File: config.mk
export PLATFORM = sky130hd
export DESIGN_NAME = proxy_v2_header_parser
export DESIGN_NICKNAME = d
export VERILOG_FILES = /design/src/pv2hp_pkg.sv /design/src/pv2hp_core.sv /design/src/pv2hp_out_stage.sv /design/src/proxy_v2_header_parser.sv
export SDC_FILE = /design/constraint.sdc
export NUM_CORES = 1
export LEC_CHECK = 0
export ABC_AREA = 0
export BUFFER_PORTS_ARGS = -buffer_cell sky130_fd_sc_hd__buf_2
export CAP_MARGIN = 0
export CORE_MARGIN = 1.5
export CORE_UTILIZATION = 40
export CTS_CLUSTER_SIZE = 28
export DETAILED_ROUTE_END_ITERATION = 10
export GPL_ROUTABILITY_DRIVEN = 0
export PLACE_DENSITY_LB_ADDON = 0.05
export SLEW_MARGIN = 20
export SYNTH_ARGS = -nofsm -noshare
export SYNTH_HDL_FRONTEND = slang
export SYNTH_SLANG_ARGS = --single-unit
File: constraint.sdc
create_clock -name clock -period 7.6 [get_ports clock]
set_clock_uncertainty 0.2 [all_clocks]
set_input_delay 0.76 -clock clock [delete_from_list [all_inputs] [get_ports clock]]
set_output_delay 0.76 -clock clock [all_outputs]
set_load 0.1 [all_outputs]
File: src/pv2hp_pkg.sv
// Shared types and constants for the PROXY v2 header parser.
// Holds the signature table, status codes and the result record.
// No dependencies.
package pv2hp_pkg;

   localparam int LEN_W = 17;

   localparam logic [1:0] ST_MORE   = 2'd0;
   localparam logic [1:0] ST_REJECT = 2'd1;
   localparam logic [1:0] ST_ACCEPT = 2'd2;
   localparam logic [1:0] ST_IDLE   = 2'd3;

   localparam logic [1:0] FAM_NONE = 2'd0;
   localparam logic [1:0] FAM_IPV4 = 2'd1;
   localparam logic [1:0] FAM_IPV6 = 2'd2;

   localparam logic [3:0] VERSION_2  = 4'h2;
   localparam logic [3:0] CMD_LOCAL  = 4'h0;
   localparam logic [3:0] CMD_PROXY  = 4'h1;
   localparam logic [7:0] FP_TCP4    = 8'h11;
   localparam logic [7:0] FP_TCP6    = 8'h21;

   localparam logic [LEN_W-1:0] POS_SIG_END  = LEN_W'(12);
   localparam logic [LEN_W-1:0] POS_VER_CMD  = LEN_W'(12);
   localparam logic [LEN_W-1:0] POS_FAM      = LEN_W'(13);
   localparam logic [LEN_W-1:0] POS_LEN_HI   = LEN_W'(14);
   localparam logic [LEN_W-1:0] POS_LEN_LO   = LEN_W'(15);
   localparam logic [LEN_W-1:0] HDR_FIXED    = LEN_W'(16);
   localparam logic [LEN_W-1:0] POS_ADDR_END = LEN_W'(32);

   localparam logic [15:0] MIN_BODY_TCP4 = 16'd12;
   localparam logic [15:0] MIN_BODY_TCP6 = 16'd36;

   typedef struct packed {
      logic [63:0] addr_low;
      logic [63:0] addr_high;
      logic [1:0]  addr_family;
      logic        is_proxied;
      logic [8:0]  header_len;
      logic [1:0]  status;
   } result_type;

   function automatic logic [7:0] sig_byte(input logic [3:0] idx);
      logic [7:0] b;
      case (idx)
         4'd0:    b = 8'h0D;
         4'd1:    b = 8'h0A;
         4'd2:    b = 8'h0D;
         4'd3:    b = 8'h0A;
         4'd4:    b = 8'h00;
         4'd5:    b = 8'h0D;
         4'd6:    b = 8'h0A;
         4'd7:    b = 8'h51;
         4'd8:    b = 8'h55;
         4'd9:    b = 8'h49;
         4'd10:   b = 8'h54;
         4'd11:   b = 8'h0A;
         default: b = 8'h00;
      endcase
      return b;
   endfunction

endpackage

File: src/pv2hp_core.sv
// Parse state and per-byte decision logic of the PROXY v2 header parser.
// Depends on pv2hp_pkg.
module pv2hp_core #(
   parameter int MAX_HEADER_BYTES = 256
) (
   input  logic                   clock,
   input  logic                   reset,
   input  logic                   accept,
   input  logic [7:0]             data_byte,
   input  logic                   start_req,
   output pv2hp_pkg::result_type  result
);

   localparam int PW = $clog2(MAX_HEADER_BYTES);
   localparam logic [pv2hp_pkg::LEN_W-1:0] MAX_LEN =
      pv2hp_pkg::LEN_W'(MAX_HEADER_BYTES);

   logic          parsing_ff, parsing_in;
   logic [PW-1:0] pos_ff, pos_in;
   logic [7:0]    vc_ff, vc_in;
   logic [7:0]    fp_ff, fp_in;
   logic [15:0]   body_ff, body_in;
   logic [7:0]    src_ff [16];
   logic [7:0]    src_in [16];

   logic                          parsing_cur;
   logic [PW-1:0]                 pos_cur;
   logic [pv2hp_pkg::LEN_W-1:0]   pos_x;
   logic [15:0]                   body_cur;
   logic [pv2hp_pkg::LEN_W-1:0]   total;
   logic                          done;
   logic                          reject;

   always_comb begin
      parsing_cur = start_req | parsing_ff;
      pos_cur     = start_req ? '0 : pos_ff;
      pos_x       = pv2hp_pkg::LEN_W'(pos_cur);
      body_cur    = (pos_x == pv2hp_pkg::POS_LEN_LO) ? {body_ff[15:8], data_byte} : body_ff;
      total       = pv2hp_pkg::HDR_FIXED + pv2hp_pkg::LEN_W'(body_cur);

      parsing_in = parsing_ff;
      pos_in     = pos_ff;
      vc_in      = vc_ff;
      fp_in      = fp_ff;
      body_in    = body_ff;
      src_in     = src_ff;
      done       = 1'b0;
      reject     = 1'b0;
      result     = '0;
      result.status = pv2hp_pkg::ST_IDLE;

      if (parsing_cur) begin
         result.status = pv2hp_pkg::ST_MORE;
         if (pos_x < pv2hp_pkg::POS_SIG_END) begin
            if (data_byte != pv2hp_pkg::sig_byte(pos_x[3:0])) begin
               reject = 1'b1;
            end
         end else if (pos_x == pv2hp_pkg::POS_VER_CMD) begin
            vc_in = data_byte;
         end else if (pos_x == pv2hp_pkg::POS_FAM) begin
            fp_in = data_byte;
         end else if (pos_x == pv2hp_pkg::POS_LEN_HI) begin
            body_in = {data_byte, body_ff[7:0]};
         end else if (pos_x == pv2hp_pkg::POS_LEN_LO) begin
            body_in = body_cur;
            if (vc_ff[7:4] != pv2hp_pkg::VERSION_2 || vc_ff[3:0] > pv2hp_pkg::CMD_PROXY ||
                total > MAX_LEN) begin
               reject = 1'b1;
            end else if (body_cur == 16'd0) begin
               done = 1'b1;
            end
         end else begin
            if (pos_x < pv2hp_pkg::POS_ADDR_END) begin
               src_in[pos_x[3:0]] = data_byte;
            end
            if (pos_x + pv2hp_pkg::LEN_W'(1) >= total) begin
               done = 1'b1;
            end
         end

         if (done) begin
            if (vc_ff[3:0] == pv2hp_pkg::CMD_LOCAL) begin
               result.status     = pv2hp_pkg::ST_ACCEPT;
               result.header_len = total[8:0];
            end else if (fp_ff == pv2hp_pkg::FP_TCP4 && body_cur >= pv2hp_pkg::MIN_BODY_TCP4) begin
               result.status      = pv2hp_pkg::ST_ACCEPT;
               result.header_len  = total[8:0];
               result.is_proxied  = 1'b1;
               result.addr_family = pv2hp_pkg::FAM_IPV4;
               result.addr_low    = {32'd0, src_ff[0], src_ff[1], src_ff[2], src_ff[3]};
            end else if (fp_ff == pv2hp_pkg::FP_TCP6 && body_cur >= pv2hp_pkg::MIN_BODY_TCP6) begin
               result.status      = pv2hp_pkg::ST_ACCEPT;
               result.header_len  = total[8:0];
               result.is_proxied  = 1'b1;
               result.addr_family = pv2hp_pkg::FAM_IPV6;
               result.addr_high   = {src_ff[0], src_ff[1], src_ff[2], src_ff[3],
                                     src_ff[4], src_ff[5], src_ff[6], src_ff[7]};
               result.addr_low    = {src_ff[8], src_ff[9], src_ff[10], src_ff[11],
                                     src_ff[12], src_ff[13], src_ff[14], src_ff[15]};
            end else begin
               result.status = pv2hp_pkg::ST_REJECT;
            end
         end
         if (reject) begin
            result.status = pv2hp_pkg::ST_REJECT;
         end

         parsing_in = ~(done | reject);
         pos_in     = pos_cur + PW'(1);
      end
   end

   always_ff @(posedge clock) begin
      if (reset) begin
         parsing_ff <= 1'b0;
         pos_ff     <= '0;
         vc_ff      <= '0;
         fp_ff      <= '0;
         body_ff    <= '0;
      end else if (accept) begin
         parsing_ff <= parsing_in;
         pos_ff     <= pos_in;
         vc_ff      <= vc_in;
         fp_ff      <= fp_in;
         body_ff    <= body_in;
      end
   end

   always_ff @(posedge clock) begin
      if (accept) begin
         src_ff <= src_in;
      end
   end

endmodule

File: src/pv2hp_out_stage.sv
// Result register between the parser and the response channel.
// Depends on pv2hp_pkg.
module pv2hp_out_stage (
   input  logic                   clock,
   input  logic                   reset,
   input  logic                   in_valid,
   output logic                   in_ready,
   input  pv2hp_pkg::result_type  in_data,
   output logic                   out_valid,
   input  logic                   out_ready,
   output pv2hp_pkg::result_type  out_data
);

   logic                  valid_ff;
   pv2hp_pkg::result_type data_ff;

   assign in_ready  = ~valid_ff | out_ready;
   assign out_valid = valid_ff;
   assign out_data  = data_ff;

   always_ff @(posedge clock) begin
      if (reset) begin
         valid_ff <= 1'b0;
      end else if (in_ready) begin
         valid_ff <= in_valid;
      end
   end

   // hold while the consumer stalls
   always_ff @(posedge clock) begin
      if (in_valid & in_ready) begin
         data_ff <= in_data;
      end
   end

endmodule

File: src/proxy_v2_header_parser.sv
// Top level of the PROXY v2 header parser: parse core plus result register.
// Depends on pv2hp_pkg, pv2hp_core and pv2hp_out_stage.
//
// Takes one header byte per transaction and returns one result transaction
// for each, in the cycle after acceptance. The signature compare, field
// capture and final decision sit in a single layer of logic ahead of the
// result register, so a new byte is accepted on every clock while the
// response side takes results, and input stalls only while a result is held
// by a stalled response channel.
module proxy_v2_header_parser #(
   parameter int MAX_HEADER_BYTES = 256
) (
   input  logic          clock,
   input  logic          reset,
   input  logic          req_tvalid,
   output logic          req_tready,
   input  logic [7:0]    req_tdata,   // data_byte
   input  logic          req_tuser,   // start_req
   output logic          rsp_tvalid,
   input  logic          rsp_tready,
   output logic [143:0]  rsp_tdata    // status, header_len, is_proxied, addr_family,
                                      // addr_high, addr_low, zero pad
);

   pv2hp_pkg::result_type core_result;
   pv2hp_pkg::result_type out_result;
   logic                  req_accept;

   assign req_accept = req_tvalid & req_tready;

   pv2hp_core #(
      .MAX_HEADER_BYTES(MAX_HEADER_BYTES)
   ) u_core (
      .clock     (clock),
      .reset     (reset),
      .accept    (req_accept),
      .data_byte (req_tdata),
      .start_req (req_tuser),
      .result    (core_result)
   );

   pv2hp_out_stage u_out (
      .clock     (clock),
      .reset     (reset),
      .in_valid  (req_tvalid),
      .in_ready  (req_tready),
      .in_data   (core_result),
      .out_valid (rsp_tvalid),
      .out_ready (rsp_tready),
      .out_data  (out_result)
   );

   assign rsp_tdata = {2'b00, out_result.addr_low, out_result.addr_high,
                       out_result.addr_family, out_result.is_proxied,
                       out_result.header_len, out_result.status};

endmodule

==> Yosys cells after proc, flatten, opt, wreduce, memory -nomap -nowiden <==
Memory sizes are Yosys's and may differ from the RTL's.
Cells that the tools add are included.
{ "word_totals": {"inputBits": 13, "mem_bits_ro": 96, "mem_count": 1, "regBits": 312, "word_cells": 120, "output_inout_bits": 146} }
{ "classes": {"n_addsub": 3, "mux": 33, "magnitude_cmp": 9, "n_eq_ne": 8, "bitwise": 15, "n_reduce_logical": 19} }
{ "mem_list": {"columns": ["memory", "depth", "word_bits", "rd", "rd_clocked_by_memory_dff", "wr", "line_no", "text"], "rows": [
  ["(name not given)", 16, 6, 1, 0, 0, "pv2hp_pkg.sv:45", "case (idx)"]
]} }
{ "ops": {"columns": ["operator", "count"], "rows": [
  ["140-bit 2-to-1 mux", 1],
  ["128-bit bitwise mux", 1],
  ["64-bit 2-to-1 mux", 1],
  ["8-bit 2-to-1 mux", 5],
  ["8-bit demux with 4-bit select", 1],
  ["8-bit by 4-bit == test with 1-bit output, second input constant", 4],
  ["16-bit 2-to-1 mux", 2],
  ["5-bit by 16-bit adder with 17-bit output, first input constant", 1],
  ["17-bit >= comparator", 1],
  ["17-bit by 9-bit greater-than comparator with 1-bit output, second input constant", 1],
  ["1-bit 2-to-1 mux", 17],
  ["16-bit by 4-bit >= comparator with 1-bit output, second input constant", 1],
  ["16-bit by 6-bit >= comparator with 1-bit output, second input constant", 1],
  ["16-bit logical NOT", 1],
  ["14-bit 2-to-1 mux", 1],
  ["11-bit 2-to-1 mux", 1],
  ["1-bit NOT", 10],
  ["8-bit by 1-bit adder with 9-bit output, second input constant", 1],
  ["8-bit by 1-bit adder with 8-bit output, second input constant", 1],
  ["8-bit by 5-bit == test with 1-bit output, second input constant", 1],
  ["8-bit by 6-bit == test with 1-bit output, second input constant", 1],
  ["8-bit by 4-bit < comparator with 1-bit output, second input constant", 1],
  ["8-bit by 6-bit < comparator with 1-bit output, second input constant", 1],
  ["8-bit != test", 1],
  ["other kinds (22)", 30]
]} }

==> Longest topological paths before layout <==
{ "depth": {"ltp_word": 15, "mapped_depth": 24, "mapped_depth_nobuf": 17} }

==> By module <==
From an unflattened synthesis, not the netlist that was laid out.
{ "unflattened": {"hier_cells": 1002, "area_unflattened_um2": 13090.1} }
{ "modules_own_cells": {"columns": ["mod", "area_per_inst_um2", "seq_area_each_um2", "n_inst", "cells_each"], "rows": [
  ["pv2hp_core", 8745.9, 4664.5, 1, 851],
  ["pv2hp_out_stage", 4319.1, 4284.1, 1, 147],
  ["proxy_v2_header_parser", 25.0, 0.0, 1, 4]
]} }

==> Least setup slack after synthesis <==
OpenSTA, ideal clock, no wires.
{ "synth_timing": {"kind": "input-to-reg", "from": "input port req_tuser", "to": "register u_out.data_ff, in the netlist u_out.out_data[29], data pin", "t_required_ps": 7145, "path_buffers": 7, "arrival_ps": 5355, "path_slack_ps": 1791, "path_stages": 23, "setup_ps": 255, "cell_sequence": "clkbuf_1 clkbuf_1 nor2b_1 ha_1 and4b_1 clkbuf_1 nand2_1 clkbuf_1 mux2_2 ha_1 o21a_1 xnor2_1 ha_1 and4_1 a221oi_1 o21ai_0 o21ai_0 a21boi_1 and4_1 buf_4 buf_6 buf_6 and2_1"} }
{ "synth_between": {"elab_chain_len": 15, "word_cells_on_any_way": 31, "cone_classes": "2 x add/sub; 5 x order compare; 4 x eq/ne; 11 x mux; 4 x bitwise; 5 x reduce/logical"} }
{ "synth_rtl": {"columns": ["item", "line_no", "text"], "rows": [
  ["from (decl)", "proxy_v2_header_parser.sv:18", "input logic req_tuser,"],
  ["8-bit 2-to-1 mux *", "pv2hp_core.sv:36", "pos_cur = start_req ? '0 : pos_ff;"],
  ["8-bit by 4-bit == test with 1-bit output *", "pv2hp_core.sv:38", "body_cur = (pos_x == pv2hp_pkg::POS_LEN_LO) ? {body_ff[15:8], data_byte} : body_ff;"],
  ["8-bit 2-to-1 mux *", "pv2hp_core.sv:38", null],
  ["named net u_core.body_cur[5]", "pv2hp_core.sv:29", "logic [15:0] body_cur;"],
  ["5-bit by 16-bit adder with 17-bit output", "pv2hp_core.sv:39", "total = pv2hp_pkg::HDR_FIXED + pv2hp_pkg::LEN_W'(body_cur);"],
  ["17-bit by 9-bit greater-than comparator with 1-bit output", "pv2hp_core.sv:67", "total > MAX_LEN) begin"],
  ["1-bit logical OR", "pv2hp_core.sv:66", "if (vc_ff[7:4] != pv2hp_pkg::VERSION_2 || vc_ff[3:0] > pv2hp_pkg::CMD_PROXY ||"],
  ["1-bit 2-to-1 mux", "pv2hp_core.sv:66", null],
  ["1-bit 2-to-1 mux", "pv2hp_core.sv:64", "end else if (pos_x == pv2hp_pkg::POS_LEN_LO) begin"],
  ["1-bit 2-to-1 mux", "pv2hp_core.sv:62", "end else if (pos_x == pv2hp_pkg::POS_LEN_HI) begin"],
  ["1-bit 2-to-1 mux", "pv2hp_core.sv:60", "end else if (pos_x == pv2hp_pkg::POS_FAM) begin"],
  ["1-bit 2-to-1 mux", "pv2hp_core.sv:58", "end else if (pos_x == pv2hp_pkg::POS_VER_CMD) begin"],
  ["1-bit 2-to-1 mux", "pv2hp_core.sv:54", "if (pos_x < pv2hp_pkg::POS_SIG_END) begin"],
  ["1-bit 2-to-1 mux", "pv2hp_core.sv:52", "if (parsing_cur) begin"],
  ["1-bit NOT (no line)", null, null],
  ["5-bit OR reduction (no line) *", null, null],
  ["to (signal assigned)", "pv2hp_out_stage.sv:32", "data_ff <= in_data;"],
  ["to (decl)", "pv2hp_out_stage.sv:15", "pv2hp_pkg::result_type data_ff;"]
]} }
Mark *: on every way through the listed nets, which the timed path passes. The rest lies on a longest branch. The select of a mux whose other input is x is not followed.
A chain may end at the register's enable or synchronous reset.

==> Worst setup path in the final report <==
{ "layout_timing": {"from": "input port req_tuser", "to": "register u_out.data_ff, in the netlist u_out.out_data[64], data pin"} }
{ "layout_between": {"elab_chain_len": 15, "word_cells_on_any_way": 31, "cone_classes": "2 x add/sub; 5 x order compare; 4 x eq/ne; 11 x mux; 4 x bitwise; 5 x reduce/logical"} }
{ "layout_rtl": {"columns": ["item", "line_no"], "rows": [
  ["8-bit 2-to-1 mux", "pv2hp_core.sv:36"],
  ["8-bit by 4-bit == test with 1-bit output", "pv2hp_core.sv:38, pv2hp_core.sv:64"],
  ["8-bit 2-to-1 mux", "pv2hp_core.sv:38"],
  ["5-bit by 16-bit adder with 17-bit output", "pv2hp_core.sv:39"],
  ["17-bit by 9-bit greater-than comparator with 1-bit output", "pv2hp_core.sv:67"],
  ["1-bit logical OR", "pv2hp_core.sv:66"],
  ["1-bit 2-to-1 mux", "pv2hp_core.sv:66"],
  ["1-bit 2-to-1 mux", "pv2hp_core.sv:64"],
  ["1-bit 2-to-1 mux", "pv2hp_core.sv:62"],
  ["1-bit 2-to-1 mux", "pv2hp_core.sv:60"],
  ["1-bit 2-to-1 mux", "pv2hp_core.sv:58"],
  ["1-bit 2-to-1 mux", "pv2hp_core.sv:54"],
  ["1-bit 2-to-1 mux", "pv2hp_core.sv:52"],
  ["1-bit NOT (no line)", null],
  ["5-bit OR reduction (no line) *", null]
]} }
Mark *: on every way between the ends. The rest lies on a longest branch, timed or not. The select of a mux whose other input is x is not followed.

==> impl_summary.txt <==
----------------------------------------------------
[Timing]
  Max Freq ... 165.6 MHz
  Sum of negative setup slack ... 0 ns
  Measured slew at the worst slew-check pin ... 1.047 ns
  Count of final max-slew check failures ... 0
  Setup violation total in the final timing report ... 0
  Hold violation total from the final report ... 0
  Post-route fraction of the period consumed by the critical path ... 79.48%
  Unrepaired setup endpoints after global routing ... false
  Max-Slew Margin vs Limit ... 29.94%
  Final critical path time including I/O delays and setup ... around 6 ns

[Worst setup path]
  Worst reg2reg path endpoint ... u_out.out_data[64]$_SDFFCE_PP0P_
  Worst setup EP type ... flop
  Standard cell with the maximum stage delay on the critical path ... sky130_fd_sc_hd__nor2b_1
  Category of the most critical setup path ... input pin to flop
  Crit path required time ... around 7.7 ns
  Buffers plus inverters on the worst setup path ... 2
  Crit path arrival time ... between 6 and 7 ns
  Worst setup endpoint ... u_out.out_data[64]$_SDFFCE_PP0P_
  Crit. Startpoint ... req_tuser
  Cell breakdown of the critical path ... buf_2 > nor2b_1 > ha_1 > and4b_1 > nand2_1 > o21ai_0 > ha_1 > o21a_1 > xnor2_1 > ha_1 > and4_1 > a221oi_1 > o21ai_0 > o21ai_0 > a21boi_1 > and4_2 > buf_12 > and2_1
  Startpoint of the worst-slack reg-to-reg timing path ... u_core.pos_ff[0]$_SDFFE_PP0P_
  Setup slack on the worst flop-to-flop path ... 1.63 ns
  Startpoint type of the worst setup path ... input pin
  Max incr delay on CP ... 0.60 ns
  Max Fanout on Critical Path ... 97
  Kind of cell with the highest combined delay on the critical path ... simple AND/OR/NAND/NOR gates
  Worst path depth ... 18
  Number of cells traversed by the worst register-to-register path ... 17

[Clocking]
  Clock insertion delay at the later pin of the skew report ... 0.51 ns
  CTS max path bufs ... 3
  Setup Fix Bufs, Post-CTS ... 0
  Maximum level of the CTS H-tree ... 2
  Resize count post-CTS ... 0
  CTS sink cnt ... about 310
  Reg clk slew, reported paths ... 0.06 ns
  Clock tree root driver cell ... sky130_fd_sc_hd__clkbuf_16
  CTS tree ... built
  Hold_buf cts ... 0
  CTS buffer count ... 35

[Cells and area]
  Proportion of layout cells with a drive suffix above 1 ... 22.77%
  Antenna cells ... 0
  Number of fill cells in the layout ... roughly 2700
  Number of nets in the layout ... 1042
  Design Area, Final ... 14660 µm²
  Syn-to-layout area delta ... 18.69%
  Post-Layout Cell Count ... 1428

[Synthesis]
  Warnings from Yosys ... 0
  Dominant cell by count in the synthesized netlist ... sky130_fd_sc_hd__edfxtp_1
  Cell area after technology mapping ... 12350 µm²
  Number of flops mapped to enable cells by yosys ... 270
  FF+latch count, synth ... 312
  Async SR Flop Fraction ... 0%
  Main synth FF type ... sky130_fd_sc_hd__edfxtp_1
  Cell taking the most area after synthesis ... sky130_fd_sc_hd__edfxtp_1
  Area share of the leading cell type in the synthesized netlist ... 65.65%
  Unique masters post-synth ... 58
  Largest cells by area after synthesis ... sky130_fd_sc_hd__edfxtp_1 66%, sky130_fd_sc_hd__dfxtp_1 6.8%, sky130_fd_sc_hd__and2_1 4.9%, sky130_fd_sc_hd__mux2i_1 3.6%, sky130_fd_sc_hd__nor2_1 3.3%
  Share of synthesized area occupied by flip-flops and latches ... 72.45%
  Post-Synthesis Mean Instance Area ... approximately 15 µm²
  Synth Instances ... 850
  Commonest cells in the netlist ... 270 x sky130_fd_sc_hd__edfxtp_1, 108 x sky130_fd_sc_hd__nor2_1, 97 x sky130_fd_sc_hd__and2_1

[Route]
  WL/cell ... 19.81 µm
  Uppermost metal layer occupied by signal nets ... met4
  Detailed-route vias per instance ... 5.046
  Final routed DRC violation total ... 0
  First-iteration detailed-routing DRC count ... 580
  Routed length on met1 ... 12820 µm
  Total iterations of the first detailed-routing run ... 5
  Total Routed Length ... 28290 µm
  Met2 Wirelength ... roughly 14000 µm
  Met3 routed WL ... 1299 µm
  Final antenna-violating net count ... 0
  Vias post-DR ... 7205

[Floorplanning]
  I/O pin cnt ... 159
  Area of the die ... 31940 µm²
  Row count ... 64
  Die outline height ... 178.7 µm
  Starting density of the core ... 40.48%
  Core region area ... 30510 µm²
  Die width ... approximately 180 µm

[Global route]
  Number of antenna violations at the first check in global routing ... 0
  Maximum number of pins on one net before global-route repair ... 98
  GR Overflow Total ... 0
  Number of global-route vias before repair ... 6802
  GRT Overall Usage ... 17.66%
  First-pass GRT wire length ... around 42000 µm

[Min path]
  Worst Hold Class ... flop to flop
  Hold Path Cell Cnt ... 2

[Power]
  Clock share of power ... 41.4%
  Static power due to leakage ... 5.388 nW
  Cell-internal power ... about 0.0029 W
  Sequential cell fraction of total power ... between 40 and 50%
  Cell area power density ... 268.2 nW/µm²
  Sw Ratio ... 25.87%
  Combinational fraction of design power ... 10.0%
  Switch Pwr ... 0.001017 W
  Overall power ... 0.003931 W
  Peak supply drop ... 0.1263 mV

[Placement]
  Post-placement cell area ... 13550 µm²
  DP Wirelength ... ~17000 µm
  Count of buffers from port buffering ... approximately 160
  Total instance count after detailed placement ... 1369

[Flow run]
  Max-cap violations ... 0

[Outcome]
  Result of the run ... completed

----------------------------------------------------
worst reg2reg max path, delay by kind of cell, from the launching register on:
family	cells	cell delay, ns
compound gates	6	1.45
xor+xnor	1	0.18
fa+ha+maj	3	1.07
buf+inv	1	0.20
flops	1	0.41
simple gates	6	2.21
stage by stage:
stage          util [%]  worst slack (ns)  hold WS (ns)
2_1_floorplan         -             1.791        0.2509
3_3_place_gp      44.41             1.290        0.2644
3_5_place_dp      44.41             1.118        0.2810
4_1_cts           48.02             1.618        0.2957
5_1_grt           48.05             1.073        0.3153
6_report          48.05             1.560        0.2914
registers in the layout, indices dropped and copies added, names as in the netlist:
signal	count
u_core.body_ff	16
u_core.fp_ff	8
u_core.parsing_ff	1
u_core.pos_ff	8
u_core.src_ff	128
u_core.vc_ff	8
u_out.out_data	142
u_out.out_valid	1
cells in the final DEF (no fill, tap or decap), drive strengths merged, types with 4 or more instances in the layout:
| cell | count |
|---|---|
| clkinv | 8 |
| mux2i | 45 |
| nor2 | 108 |
| nand2 | 23 |
| a211oi | 6 |
| nand3 | 10 |
| nor3 | 18 |
| xor2 | 7 |
| a21oi | 10 |
| a22oi | 32 |
| and2 | 97 |
| ha | 19 |
| xnor2 | 9 |
| edfxtp | 270 |
| nand3b | 4 |
| dfxtp | 42 |
| nor2b | 4 |
| nor4 | 12 |
| clkbuf | 45 |
| inv | 18 |
| o21ai | 14 |
| buf | 172 |
kinds of logic (layout without fill, tap and decap cells):
family,Yosys count,count (layout),share of synthesized area [%]
xor+xnor,16,16,1.135
fa+ha+maj,19,19,1.925
buf+inv,65,246,2.391
flops,312,312,72.45
other cells,1,2,0.03036
mux,47,47,3.829
simple gates,300,300,12.90
compound gates,90,90,5.339
metal layers:
layer | GRT usage [%] | vias to the layer above
met4 | 4.792 | 0
met5 | 0 | -
li1 | - | 3439
met1 | 23.85 | 3550
met2 | 29.57 | 178
met3 | 2.905 | 38
worst min-delay path by stage:
stage                                 startpoint                            to  slack (ns)
finish              u_core.fp_ff[1]$_SDFFE_PP0P_  u_core.fp_ff[1]$_SDFFE_PP0P_        0.29
global placement    u_core.fp_ff[1]$_SDFFE_PP0P_  u_core.fp_ff[1]$_SDFFE_PP0P_        0.26
global route        u_core.fp_ff[1]$_SDFFE_PP0P_  u_core.fp_ff[1]$_SDFFE_PP0P_        0.32
floorplan           u_core.fp_ff[1]$_SDFFE_PP0P_  u_core.fp_ff[1]$_SDFFE_PP0P_        0.25
CTS                 u_core.fp_ff[1]$_SDFFE_PP0P_  u_core.fp_ff[1]$_SDFFE_PP0P_        0.30
detailed placement  u_core.fp_ff[1]$_SDFFE_PP0P_  u_core.fp_ff[1]$_SDFFE_PP0P_        0.28
power by group through the flow:
stage | Sequential (W) | Clock, W | Combinational (W)
3_3_place_gp | 0.00195 | 0 | 0.000398
3_5_place_dp | 0.00195 | 0 | 0.000398
4_1_cts | 0.00191 | 0.00167 | 0.000398
5_1_grt | 0.00191 | 0.00174 | 0.000407
2_1_floorplan | 0.00223 | 0 | 0.0000454
6_report | 0.00191 | 0.00163 | 0.000395
final cells by class:
| class | instances | area [µm²] | area share [%] |
|---|---|---|---|
| clock inverters | 14 | 158.9 | 1.084 |
| clock buffers | 45 | 943.4 | 6.436 |
| multi-input cells | 474 | 3134 | 21.38 |
| inverters | 15 | 61.31 | 0.4182 |
| flip-flops and latches | 312 | 8949 | 61.04 |
| repair buffers | 172 | 917.1 | 6.256 |
| well taps | 396 | 495.5 | 3.380 |
No activity file was read; power rests on OpenSTA's default activity.
